File: src/sv/lfps_pkg.sv
// ----------------------------------------------------------------------------
// lfps_pkg
// Shared types and constants for the two-sensor line follower with PD steering.
// ----------------------------------------------------------------------------
package lfps_pkg;

  localparam int SAMPLE_BITS = 12;
  localparam int PWM_TOP     = 1024;

  localparam int ALIGN_W = 11;
  localparam int PGAIN_W = 12;
  localparam int DGAIN_W = 7;
  localparam int CFG_W   = 12;
  localparam int SPEED_W = 11;

  localparam int DIFF_W  = SAMPLE_BITS + 1;
  localparam int DDIFF_W = DIFF_W + 1;
  localparam int PPROD_W = PGAIN_W + 1 + DIFF_W;
  localparam int DPROD_W = DGAIN_W + 1 + DDIFF_W;
  localparam int NUM_W   = PPROD_W;
  localparam int MAG_W   = NUM_W - 1;

  localparam int RECIP_SHIFT = 36;
  localparam int RECIP_W     = 26;
  localparam int QPROD_W     = MAG_W + RECIP_W;
  localparam int QUO_W       = QPROD_W - RECIP_SHIFT;
  localparam int TURN_W      = QUO_W + 1;
  localparam int WHEEL_W     = 18;

  localparam logic [SAMPLE_BITS-1:0] BLACK_LEVEL = SAMPLE_BITS'(12'hA00);
  localparam logic [RECIP_W-1:0]     DIV_RECIP   = RECIP_W'(34359739);
  localparam int BASE_SPEED  = 230;
  localparam int SIDE_OFFSET = 60;

  localparam logic [1:0] CFG_ALIGN = 2'd0;
  localparam logic [1:0] CFG_PGAIN = 2'd1;
  localparam logic [1:0] CFG_DGAIN = 2'd2;

  typedef enum logic [1:0] {
    MODE_WHITE = 2'd0,
    MODE_PD    = 2'd1,
    MODE_LEFT  = 2'd2,
    MODE_RIGHT = 2'd3
  } mode_t;

  typedef struct packed {
    mode_t              mode;
    logic [NUM_W-1:0]   num;
  } num_beat_t;

  typedef struct packed {
    mode_t              mode;
    logic               neg;
    logic [QUO_W-1:0]   quo;
  } quo_beat_t;

endpackage

File: src/sv/lfps_front.sv
// ----------------------------------------------------------------------------
// lfps_front
// Sample register, classification, side memory and PD numerator products.
// ----------------------------------------------------------------------------
module lfps_front (
  input  logic                           clk,
  input  logic                           rst_n,
  input  logic                           in_valid,
  output logic                           in_stall,
  input  logic [lfps_pkg::SAMPLE_BITS-1:0] in_left_sample,
  input  logic [lfps_pkg::SAMPLE_BITS-1:0] in_right_sample,
  input  logic [lfps_pkg::PGAIN_W-1:0]   prop_gain,
  input  logic [lfps_pkg::DGAIN_W-1:0]   deriv_gain,
  input  logic                           dn_ready,
  output logic                           num_valid,
  output lfps_pkg::num_beat_t            num_beat
);
  import lfps_pkg::*;

  logic                    s0_valid_r;
  logic [SAMPLE_BITS-1:0]  left_r;
  logic [SAMPLE_BITS-1:0]  right_r;
  logic                    s1_valid_r;
  num_beat_t               beat_r;
  num_beat_t               beat_nxt;
  mode_t                   side_r;
  mode_t                   side_nxt;
  logic signed [DIFF_W-1:0] last_diff_r;
  logic signed [DIFF_W-1:0] last_diff_nxt;

  logic                     s0_ready;
  logic                     s1_ready;
  logic                     s0_fire;
  mode_t                    cls;
  mode_t                    mode;
  logic signed [DIFF_W-1:0]  diff;
  logic signed [DDIFF_W-1:0] ddiff;
  logic signed [PPROD_W-1:0] prod_p;
  logic signed [DPROD_W-1:0] prod_d;
  logic signed [NUM_W-1:0]   num;

  assign s1_ready  = !s1_valid_r || dn_ready;
  assign s0_ready  = !s0_valid_r || s1_ready;
  assign s0_fire   = s0_valid_r && s1_ready;
  assign in_stall  = !s0_ready;
  assign num_valid = s1_valid_r;
  assign num_beat  = beat_r;

  always_comb begin
    if (left_r < BLACK_LEVEL && right_r < BLACK_LEVEL) begin
      cls = MODE_WHITE;
    end else if (left_r > BLACK_LEVEL && right_r > BLACK_LEVEL) begin
      cls = MODE_PD;
    end else if (right_r > BLACK_LEVEL && left_r < BLACK_LEVEL) begin
      cls = MODE_RIGHT;
    end else begin
      cls = MODE_LEFT;
    end
  end

  always_comb begin
    side_nxt = side_r;
    case (cls) inside
      MODE_LEFT, MODE_RIGHT: begin
        side_nxt = cls;
        mode     = MODE_PD;
      end
      MODE_PD: mode = MODE_PD;
      default: mode = side_r;
    endcase
  end

  assign diff   = $signed({1'b0, left_r}) - $signed({1'b0, right_r});
  assign ddiff  = $signed({diff[DIFF_W-1], diff}) -
                  $signed({last_diff_r[DIFF_W-1], last_diff_r});
  assign prod_p = $signed({1'b0, prop_gain}) * diff;
  assign prod_d = $signed({1'b0, deriv_gain}) * ddiff;
  assign num    = prod_p + NUM_W'(prod_d);

  always_comb begin
    last_diff_nxt = (mode == MODE_PD) ? diff : last_diff_r;
    beat_nxt.mode = mode;
    beat_nxt.num  = (mode == MODE_PD) ? num : '0;
  end

  always_ff @(posedge clk) begin
    if (!rst_n) begin
      s0_valid_r <= 1'b0;
    end else if (s0_ready) begin
      s0_valid_r <= in_valid;
    end
  end

  always_ff @(posedge clk) begin
    if (s0_ready && in_valid) begin
      left_r  <= in_left_sample;
      right_r <= in_right_sample;
    end
  end

  always_ff @(posedge clk) begin
    if (!rst_n) begin
      s1_valid_r <= 1'b0;
    end else if (s1_ready) begin
      s1_valid_r <= s0_valid_r;
    end
  end

  always_ff @(posedge clk) begin
    if (s0_fire) begin
      beat_r <= beat_nxt;
    end
  end

  always_ff @(posedge clk) begin
    if (!rst_n) begin
      side_r      <= MODE_WHITE;
      last_diff_r <= '0;
    end else if (s0_fire) begin
      side_r      <= side_nxt;
      last_diff_r <= last_diff_nxt;
    end
  end

endmodule

File: src/sv/lfps_div.sv
// ----------------------------------------------------------------------------
// lfps_div
// Divides the PD numerator by 2000 through an exact reciprocal multiply.
// ----------------------------------------------------------------------------
module lfps_div (
  input  logic                clk,
  input  logic                rst_n,
  input  logic                num_valid,
  output logic                num_ready,
  input  lfps_pkg::num_beat_t num_beat,
  input  logic                dn_ready,
  output logic                quo_valid,
  output lfps_pkg::quo_beat_t quo_beat
);
  import lfps_pkg::*;

  logic              valid_r;
  quo_beat_t         beat_r;
  quo_beat_t         beat_nxt;
  logic              neg;
  logic [NUM_W-1:0]  mag_full;
  logic [QPROD_W-1:0] qprod;

  assign num_ready = !valid_r || dn_ready;
  assign quo_valid = valid_r;
  assign quo_beat  = beat_r;

  assign neg      = num_beat.num[NUM_W-1];
  assign mag_full = neg ? (~num_beat.num + NUM_W'(1)) : num_beat.num;
  assign qprod    = QPROD_W'(mag_full[MAG_W-1:0]) * QPROD_W'(DIV_RECIP);

  always_comb begin
    beat_nxt.mode = num_beat.mode;
    beat_nxt.neg  = neg;
    beat_nxt.quo  = qprod[QPROD_W-1:RECIP_SHIFT];
  end

  always_ff @(posedge clk) begin
    if (!rst_n) begin
      valid_r <= 1'b0;
    end else if (num_ready) begin
      valid_r <= num_valid;
    end
  end

  always_ff @(posedge clk) begin
    if (num_ready && num_valid) begin
      beat_r <= beat_nxt;
    end
  end

endmodule

File: src/sv/lfps_out.sv
// ----------------------------------------------------------------------------
// lfps_out
// Turn selection, wheel sums with alignment trim, clamp and result register.
// ----------------------------------------------------------------------------
module lfps_out (
  input  logic                         clk,
  input  logic                         rst_n,
  input  logic                         quo_valid,
  output logic                         quo_ready,
  input  lfps_pkg::quo_beat_t          quo_beat,
  input  logic [lfps_pkg::ALIGN_W-1:0] wheel_alignment,
  output logic                         out_valid,
  input  logic                         out_stall,
  output logic [lfps_pkg::SPEED_W-1:0] out_left_speed,
  output logic [lfps_pkg::SPEED_W-1:0] out_right_speed,
  output logic [1:0]                   out_drive_mode
);
  import lfps_pkg::*;

  localparam logic signed [WHEEL_W-1:0] WheelLim = WHEEL_W'(PWM_TOP);
  localparam logic signed [WHEEL_W-1:0] BaseW    = WHEEL_W'(BASE_SPEED);
  localparam logic signed [TURN_W-1:0]  SideW    = TURN_W'(SIDE_OFFSET);

  logic                  valid_r;
  logic [SPEED_W-1:0]    left_r;
  logic [SPEED_W-1:0]    right_r;
  logic [1:0]            mode_r;
  logic [SPEED_W-1:0]    left_nxt;
  logic [SPEED_W-1:0]    right_nxt;

  logic signed [TURN_W-1:0]  quo_s;
  logic signed [TURN_W-1:0]  turn;
  logic signed [WHEEL_W-1:0] align_w;
  logic signed [WHEEL_W-1:0] turn_w;
  logic signed [WHEEL_W-1:0] left_w;
  logic signed [WHEEL_W-1:0] right_w;

  function automatic logic [SPEED_W-1:0] clamp_wheel(input logic signed [WHEEL_W-1:0] v);
    logic [SPEED_W-1:0] res;
    if (v < 0) begin
      res = '0;
    end else if (v > WheelLim) begin
      res = WheelLim[SPEED_W-1:0];
    end else begin
      res = v[SPEED_W-1:0];
    end
    return res;
  endfunction

  assign quo_ready       = !valid_r || !out_stall;
  assign out_valid       = valid_r;
  assign out_left_speed  = left_r;
  assign out_right_speed = right_r;
  assign out_drive_mode  = mode_r;

  assign quo_s = $signed({1'b0, quo_beat.quo});

  always_comb begin
    case (quo_beat.mode)
      MODE_PD:    turn = quo_beat.neg ? -quo_s : quo_s;
      MODE_LEFT:  turn = SideW;
      MODE_RIGHT: turn = -SideW;
      default:    turn = '0;
    endcase
  end

  assign align_w   = WHEEL_W'($signed(wheel_alignment));
  assign turn_w    = WHEEL_W'(turn);
  assign left_w    = BaseW + align_w - turn_w;
  assign right_w   = BaseW - align_w + turn_w;
  assign left_nxt  = clamp_wheel(left_w);
  assign right_nxt = clamp_wheel(right_w);

  always_ff @(posedge clk) begin
    if (!rst_n) begin
      valid_r <= 1'b0;
    end else if (quo_ready) begin
      valid_r <= quo_valid;
    end
  end

  always_ff @(posedge clk) begin
    if (quo_ready && quo_valid) begin
      left_r  <= left_nxt;
      right_r <= right_nxt;
      mode_r  <= quo_beat.mode;
    end
  end

endmodule

File: src/sv/ir_line_follow_pd_steer.sv
// ----------------------------------------------------------------------------
// ir_line_follow_pd_steer
// Two-sensor infrared line follower producing PD-steered wheel PWM values.
//
//   Channel  Ports                                   Handshake
//   input    in_left_sample, in_right_sample         in_valid / in_stall
//   result   out_left_speed, out_right_speed,        out_valid / out_stall
//            out_drive_mode
//   config   cfg_index, cfg_data                     cfg_wr_en
//
// One beat is accepted per cycle while in_stall is low.
// The path is a sample register, the gain products, the reciprocal divide
// by 2000 and the clamped result register, each stage holding its own beat.
// Reset clears all valid bits, the side memory, the last difference and
// the gains to their defaults. A stalled result holds its stage while
// earlier stages keep filling, so the input stalls only once every stage
// is occupied.
// ----------------------------------------------------------------------------
module ir_line_follow_pd_steer (
  input  logic                             clk,
  input  logic                             rst_n,
  input  logic                             in_valid,
  output logic                             in_stall,
  input  logic [lfps_pkg::SAMPLE_BITS-1:0] in_left_sample,
  input  logic [lfps_pkg::SAMPLE_BITS-1:0] in_right_sample,
  output logic                             out_valid,
  input  logic                             out_stall,
  output logic [lfps_pkg::SPEED_W-1:0]     out_left_speed,
  output logic [lfps_pkg::SPEED_W-1:0]     out_right_speed,
  output logic [1:0]                       out_drive_mode,
  input  logic                             cfg_wr_en,
  input  logic [1:0]                       cfg_index,
  input  logic [lfps_pkg::CFG_W-1:0]       cfg_data
);
  import lfps_pkg::*;

  logic [ALIGN_W-1:0] align_r;
  logic [PGAIN_W-1:0] pgain_r;
  logic [DGAIN_W-1:0] dgain_r;

  logic      num_valid;
  logic      num_ready;
  num_beat_t num_beat;
  logic      quo_valid;
  logic      quo_ready;
  quo_beat_t quo_beat;

  always_ff @(posedge clk) begin
    if (!rst_n) begin
      align_r <= '0;
      pgain_r <= PGAIN_W'(1600);
      dgain_r <= DGAIN_W'(5);
    end else if (cfg_wr_en) begin
      unique case (cfg_index)
        CFG_ALIGN: align_r <= cfg_data[ALIGN_W-1:0];
        CFG_PGAIN: pgain_r <= cfg_data[PGAIN_W-1:0];
        CFG_DGAIN: dgain_r <= cfg_data[DGAIN_W-1:0];
        default: ;
      endcase
    end
  end

  lfps_front u_front (
    .clk            (clk),
    .rst_n          (rst_n),
    .in_valid       (in_valid),
    .in_stall       (in_stall),
    .in_left_sample (in_left_sample),
    .in_right_sample(in_right_sample),
    .prop_gain      (pgain_r),
    .deriv_gain     (dgain_r),
    .dn_ready       (num_ready),
    .num_valid      (num_valid),
    .num_beat       (num_beat)
  );

  lfps_div u_div (
    .clk      (clk),
    .rst_n    (rst_n),
    .num_valid(num_valid),
    .num_ready(num_ready),
    .num_beat (num_beat),
    .dn_ready (quo_ready),
    .quo_valid(quo_valid),
    .quo_beat (quo_beat)
  );

  lfps_out u_out (
    .clk            (clk),
    .rst_n          (rst_n),
    .quo_valid      (quo_valid),
    .quo_ready      (quo_ready),
    .quo_beat       (quo_beat),
    .wheel_alignment(align_r),
    .out_valid      (out_valid),
    .out_stall      (out_stall),
    .out_left_speed (out_left_speed),
    .out_right_speed(out_right_speed),
    .out_drive_mode (out_drive_mode)
  );

endmodule

File: config.mk
export PLATFORM = sky130hd
export DESIGN_NAME = ir_line_follow_pd_steer
export DESIGN_NICKNAME = d
export VERILOG_FILES = /design/src/sv/lfps_pkg.sv /design/src/sv/lfps_front.sv /design/src/sv/lfps_div.sv /design/src/sv/lfps_out.sv /design/src/sv/ir_line_follow_pd_steer.sv
export SDC_FILE = /design/constraint.sdc
export NUM_CORES = 2
export LEC_CHECK = 0
export BUFFER_PORTS_ARGS = -buffer_cell sky130_fd_sc_hd__buf_2
export CAP_MARGIN = 30
export CORE_MARGIN = 3
export CORE_UTILIZATION = 56
export DETAILED_ROUTE_END_ITERATION = 10
export GPL_TIMING_DRIVEN = 1
export PLACE_DENSITY = 0.79
export SYNTH_ARGS = -nofsm -noshare
export SYNTH_HDL_FRONTEND = slang
export SYNTH_HIERARCHICAL = 1
export SYNTH_SLANG_ARGS = --single-unit
File: constraint.sdc
create_clock -name clk -period 12.4 [get_ports clk]
set_input_delay 1.24 -clock clk [delete_from_list [all_inputs] [get_ports clk]]
set_output_delay 1.24 -clock clk [all_outputs]
set_load 0.03 [all_outputs]
Word-level counts from Yosys, hierarchy flattened
Index checks and enable logic that the tools add are counted.

Bits of input ports: 43. Bits in registers: 143. Output and inout bits: 26.

Bitwise operators: 1. Mux-type cells: 10. Equal/unequal tests: 9. Reduce and logical (&&, ||, !) cells: 26. Add/sub/neg operators: 9. $lt $le $gt $ge: 8. Multiply operators: 3.

Operators by type and width (count): $mul A25 B26 Y51 const B (1); $pmux W16 S3 (1); $gt A18 B12 Y1 const B (2); $lt A18 B1 Y1 const B (2); $add A26 B22 Y26 (1); $mul A13 B13 Y26 (1); $add A25 B1 Y25 const B (1); $mux W25 (1); $not A25 Y25 (1); $gt A12 B12 Y1 const B (2); $lt A12 B12 Y1 const B (2); $mul A8 B14 Y22 (1); $mux W11 (2); $add A12 B16 Y17 (1); $sub A12 B16 Y17 (1); $mux W16 (1); $neg A15 Y16 (1); $sub A13 B13 Y14 (1); $sub A12 B12 Y13 (1); $add A9 B11 Y12 const A (1); $sub A9 B11 Y12 const A (1); $eq A2 B2 Y1 const B (5); $reduce_and A2 Y1 (5); $eq A2 B1 Y1 const B (4); other kinds (7) (26).

Depth between registers and ports, before layout
Depth after elaboration: 10. Gate-level depth with buffers: 40. Gate-level depth less buffers: 38.

By module
Netlist, hierarchy kept.

By module, submodules not included: lfps_front (cells an instance 1428, instances 1, area an instance 13437.9 µm²); lfps_div (cells an instance 1137, instances 1, area an instance 11040.6 µm²); lfps_out (cells an instance 433, instances 1, area an instance 3618.5 µm²); ir_line_follow_pd_steer (cells an instance 122, instances 1, area an instance 1209.9 µm²).

Worst setup path before layout
OpenSTA, ideal clock, no wires.

Path type: reg2reg. From: register u_front.left_r[0]. To: register u_front.beat_r, in the netlist u_front/num_beat[21] (data pin). Stages on the path, launching flop included: 37. Buffers on the path: 3. Period minus slack after synthesis: 9416 ps. Path slack: 2984 ps. Arrival time: 9150 ps. Library setup time: 266 ps. Cell sequence: edfxtp_1 -> inv_1 -> ha_1 -> inv_1 -> fa_1 -> a21o_1 -> a21oi_1 -> o21ai_1 -> a31o_2 -> a21oi_1 -> xnor2_1 -> clkbuf_1 -> ha_1 -> a21oi_1 -> o21ai_1 -> nand2_1 -> a31o_2 -> clkbuf_1 -> and2_1 -> fa_1 -> fa_1 -> fa_1 -> fa_1 -> fa_1 -> fa_1 -> inv_1 -> fa_1 -> inv_1 -> ha_1 -> clkbuf_1 -> a21oi_1 -> o21ai_1 -> a221o_1 -> a221o_1 -> a21oi_1 -> xor2_1 -> nor2_1.

Elaborated cells on any way between the ends: 20.

RTL lines: start: declaration (RTL line lfps_front.sv:21) `logic [SAMPLE_BITS-1:0] left_r;`; start signal: assignment (RTL line lfps_front.sv:96) `left_r <= in_left_sample;`; $sub A12 B12 Y13 (*) (RTL line lfps_front.sv:73) `assign diff = $signed({1'b0, left_r}) - $signed({1'b0, right_r});`; named net u_front.diff[10] (RTL line lfps_front.sv:36) `logic signed [DIFF_W-1:0] diff;`; $sub A13 B13 Y14 (RTL line lfps_front.sv:74) `assign ddiff = $signed({diff[DIFF_W-1], diff}) -`; $mul A8 B14 Y22 (RTL line lfps_front.sv:77) `assign prod_d = $signed({1'b0, deriv_gain}) * ddiff;`; $add A26 B22 Y26 (*) (RTL line lfps_front.sv:78) `assign num = prod_p + NUM_W'(prod_d);`; end signal: assignment (RTL line lfps_front.sv:111) `beat_r <= beat_nxt;`; end: declaration (RTL line lfps_front.sv:24) `num_beat_t beat_r;`.

Mark *: on every way through the listed nets, which the timed path passes. The rest lies on a longest branch. A chain may end at the register's enable or synchronous reset.

Worst setup path in the final report
From: register u_front.beat_r, in the netlist u_front/num_beat[9]. To: register u_div.beat_r, in the netlist u_div/quo_beat[4] (data pin).

Word-level cells in the longest chain between the ends: 4.

RTL lines: $not A25 Y25 (RTL line lfps_div.sv:29) `assign mag_full = neg ? (~num_beat.num + NUM_W'(1)) : num_beat.num;`; $add A25 B1 Y25 (RTL line lfps_div.sv:29); $mux W25 (*) (RTL line lfps_div.sv:29); $mul A25 B26 Y51 (*) (RTL line lfps_div.sv:30) `assign qprod = QPROD_W'(mag_full[MAG_W-1:0]) * QPROD_W'(DIV_RECIP);`; named net u_div.qprod[40] (RTL line lfps_div.sv:22) `logic [QPROD_W-1:0] qprod;`; end signal: assignment (RTL line lfps_div.sv:48) `beat_r <= beat_nxt;`; end: declaration (RTL line lfps_div.sv:18) `quo_beat_t beat_r;`.

Marks and branches as above.

==> flow_metrics.py <==
metrics = {
    "final_layout": {
        "fin_nets": 4135,
        "area_growth_pct": 5.86,
        "drive_gt1_share_pct": 5.05,
        "fillerInstances": 4294,
        "fin_util_pct": 60.2,
        "finish.cell_count_without_fillers": 3866,
        "multi_input_area_um2": 22300,
        "ff_latch_area_um2": 3800,
        "antennaDiodeCount": 0,
    },
    "global_routing": {
        "grt_pass1_vias": 22100,
        "antenna_violations_before_repair": 0,
        "overflow": 0,
        "track_usage_pct": 25.3,
        "largest_net_degree_at_the_start_of_global_routing": 66,
        "grt_pass1_wl_mm": 113,
    },
    "worst_setup_path": {
        "crit_path_frequent_cell": "fa_1",
        "cp_top_family": "adder cells",
        "critical_path_arrival_ns": 9.98,
        "r2r_cells": 26,
        "setup.reg_to_reg.worst_slack_ns": 2.61,
        "crit_slowest_cell": "a2111oi_0",
        "critical_path.max_fanout": 8,
        "cp.buffers_inverters": 5,
        "timing.setup.critical_path_class": "flop to flop",
        "cp_peak_stage_delay_ns": 0.82,
        "worst_ep_required_time_ns": 12.59,
        "critical_path.reg2reg.startpoint": "u_front/num_beat[9]$_SDFFCE_PN0P_",
        "rr_endpoint": "u_div/quo_beat[4]$_DFFE_PP_",
        "timing.critical_path.depth": 26,
        "worstSetupEndpointType": "flop",
        "worst_setup_path_start_kind": "flop",
    },
    "synth": {
        "synth_warnings": 6,
        "synth_area_leader_cell": "fa_1",
        "netlist-cell-type-count": 88,
        "syn-instance-count": 3120,
        "synth_top_cells_by_area": "fa_1 (31%), ha_1 (20%), inv_1 (10%)",
        "post-synth-top-area-fraction_pct": 31.1,
        "synth_fp_nets": 4082,
        "share_of_async_settable_or_async_resettable_flops_after_synthesis_pct": 0,
        "post_synth.cell_area_avg_um2": 9.39,
        "netlist_top_cells_count": "inv_1 (781), ha_1 (464), fa_1 (455)",
        "most_common_cell_in_the_netlist": "inv_1",
        "count_of_flip_flops_with_a_built_in_enable_after_synthesis": 94,
        "synth.ff_latch_count": 143,
        "yosysSeqAreaShare_pct": 13.0,
        "cell_area_synth_um2": 29300,
        "yosys_most_used_dff": "edfxtp_1",
    },
    "die": {
        "num_rows": 83,
        "floorplan.die_area_um2": 55100,
        "floorplan.io_pins": 69,
        "initial_utilization_pct": 56.9,
        "fp.coreArea_um2": 51500,
        "die_y_um": 235,
        "die_w_um": 235,
    },
    "min_path": {
        "hold_crit_depth": 0,
        "timing.hold.worst.class": "flop to flop",
        "min_delay_startpoint": "u_front/num_beat[27]$_DFFE_PP_",
        "hold_path_end": "u_div/quo_beat[17]$_DFFE_PP_",
    },
    "placed_design": {
        "gpl.final_weighted_congestion": 0.951,
        "dpl.hpwl_mm": 57.6,
        "port-buffer-count": 68,
        "place_inst": 3832,
    },
    "clocking": {
        "clock_tree_root_buffer_cell": "clkbuf_16",
        "cts_hold_repair.buffers": 0,
        "clk_latency_ns": 0.45,
        "cts.sinks": 143,
        "cts_made_buffers": 17,
        "cts_tree": "done",
        "cts.path.max_buffers": 2,
        "count_of_buffers_added_by_post_cts_timing_repair_for_setup": 0,
        "worst_setup_hold_path_clk_slew_ns": 0.07,
        "cts-htree-levels": 4,
        "cts-resized-gates": 0,
    },
    "routing": {
        "vias": 21400,
        "avgRoutedWirePerCell_um": 17.7,
        "vias_per_instance": 5.52,
        "dr.pass1.iters": 6,
        "final_antenna_net_count": 0,
        "drc": 0,
        "totalWireLength_mm": 68.4,
        "dr.first_iter.drc_count": 1303,
    },
    "sta": {
        "grt_setup_unrepaired": "false",
        "slew-limit-headroom_pct": 28.3,
        "fin_crit_sh_pct": 79.0,
        "fmax_mhz": 102,
        "setup_viol": 0,
        "timing.final.crit_period_ns": 9.79,
        "final.setup.tns_ns": 0,
        "drv_slew": 0,
        "final_hold_viol_count": 0,
        "max_slew.worst_pin.slew_ns": 1.06,
        "finClkSkew_ns": 0.0164,
    },
    "outcome": {
        "run_status": "completed",
    },
    "run": {
        "timing.max_cap.violations": 0,
    },
}
[sequential cells by signal, indices dropped and copies added, names as in the netlist]
signal	cells
u_front/side_r	2
dgain_r	7
u_out/out_left_speed	11
align_r	11
u_front/last_diff_r	13
u_front/num_valid	1
u_front/num_beat	28
pgain_r	12
u_out/out_drive_mode	2
u_div/quo_beat	18
u_front/right_r	12
u_out/out_valid	1
u_div/quo_valid	1
u_front/left_r	12
u_front/s0_valid_r	1
u_out/out_right_speed	11
[worst register-to-register path: stages (launching register included)]
cell       delay, ns
edfxtp_1        0.45
or4_1           0.57
or2_4           0.27
nor4b_4         0.30
nand3_2         0.13
or4_4           0.46
o31a_1          0.30
xor2_1          0.65
inv_1           0.22
fa_1            0.59
inv_1           0.05
fa_1            0.46
fa_1            0.55
inv_1           0.06
fa_1            0.50
fa_1            0.54
inv_1           0.05
fa_1            0.50
fa_1            0.54
inv_1           0.04
ha_1            0.33
and3_1          0.24
nand4_1         0.13
or3_1           0.34
a2111oi_0       0.82
a41oi_1         0.25
xnor2_1         0.17
[layout by cell type (no fill, tap or decap), types with 49 or more instances in the layout]
cell	synthesis	routed
dfxtp_1	49	49
ha_1	464	464
edfxtp_1	94	94
inv_1	781	781
buf_2	5	69
nor2_1	83	83
nand2_1	251	251
and2_1	127	127
a21oi_1	95	95
xnor2_1	74	74
fa_1	455	455
o21ai_0	71	71
[cell type report]
type                            count  area share, %
Clock buffer                       17           1.37
Clock inverter                     15          0.452
Inverter                          781           9.45
Multi-Input combinational cell   2133           71.8
Sequential cell                   143           12.3
Tap cell                          680           2.74
Timing Repair Buffer               97           1.88
[cells by family after synthesis]
family / Yosys count / share of synthesized area [%]
mux: 28 / 0.961
compound gates: 381 / 8.73
fa+ha+maj: 919 / 50.9
xor+xnor: 110 / 3.29
flops: 143 / 13.0
simple gates: 695 / 12.2
buf+inv: 844 / 11.0
[layer usage]
metal  GRT usage [%]  part of all wire (%)  vias to the layer above
li1                -                     -                    10000
met3            3.77                   5.7                      155
met1            33.5                    42                    10500
met4            8.42                   3.5                        0
met5               0                     0                        -
met2            42.7                    49                      680
[worst max-delay path by stage]
stage,start,end,slack (ns)
after floorplan,u_front/left_r[0]$_DFFE_PP_,u_front/num_beat[21]$_SDFFCE_PN0P_,2.98
after global placement,u_front/left_r[0]$_DFFE_PP_,u_front/num_beat[21]$_SDFFCE_PN0P_,2.70
after detailed placement,u_front/right_r[0]$_DFFE_PP_,u_front/num_beat[25]$_SDFFCE_PN0P_,2.42
after CTS,u_front/right_r[0]$_DFFE_PP_,u_front/num_beat[25]$_SDFFCE_PN0P_,2.37
after global routing,u_front/left_r[1]$_DFFE_PP_,u_front/num_beat[21]$_SDFFCE_PN0P_,2.13
final,u_front/num_beat[9]$_SDFFCE_PN0P_,u_div/quo_beat[4]$_DFFE_PP_,2.61
[per-stage QoR]
step / hold slack [ns] / area, um^2 / setup slack (ns)
final: 0.432 / 31000 / 2.61
after global routing: 0.439 / 31000 / 2.13
after CTS: 0.435 / 31000 / 2.37
after detailed placement: 0.425 / 30400 / 2.42
after global placement: 0.403 / 30400 / 2.70
after floorplan: 0.400 / 29300 / 2.98
Power is left out: the tool's default activity adds up to more than one toggle a clock period on the data nets, which glitch-free logic cannot reach.
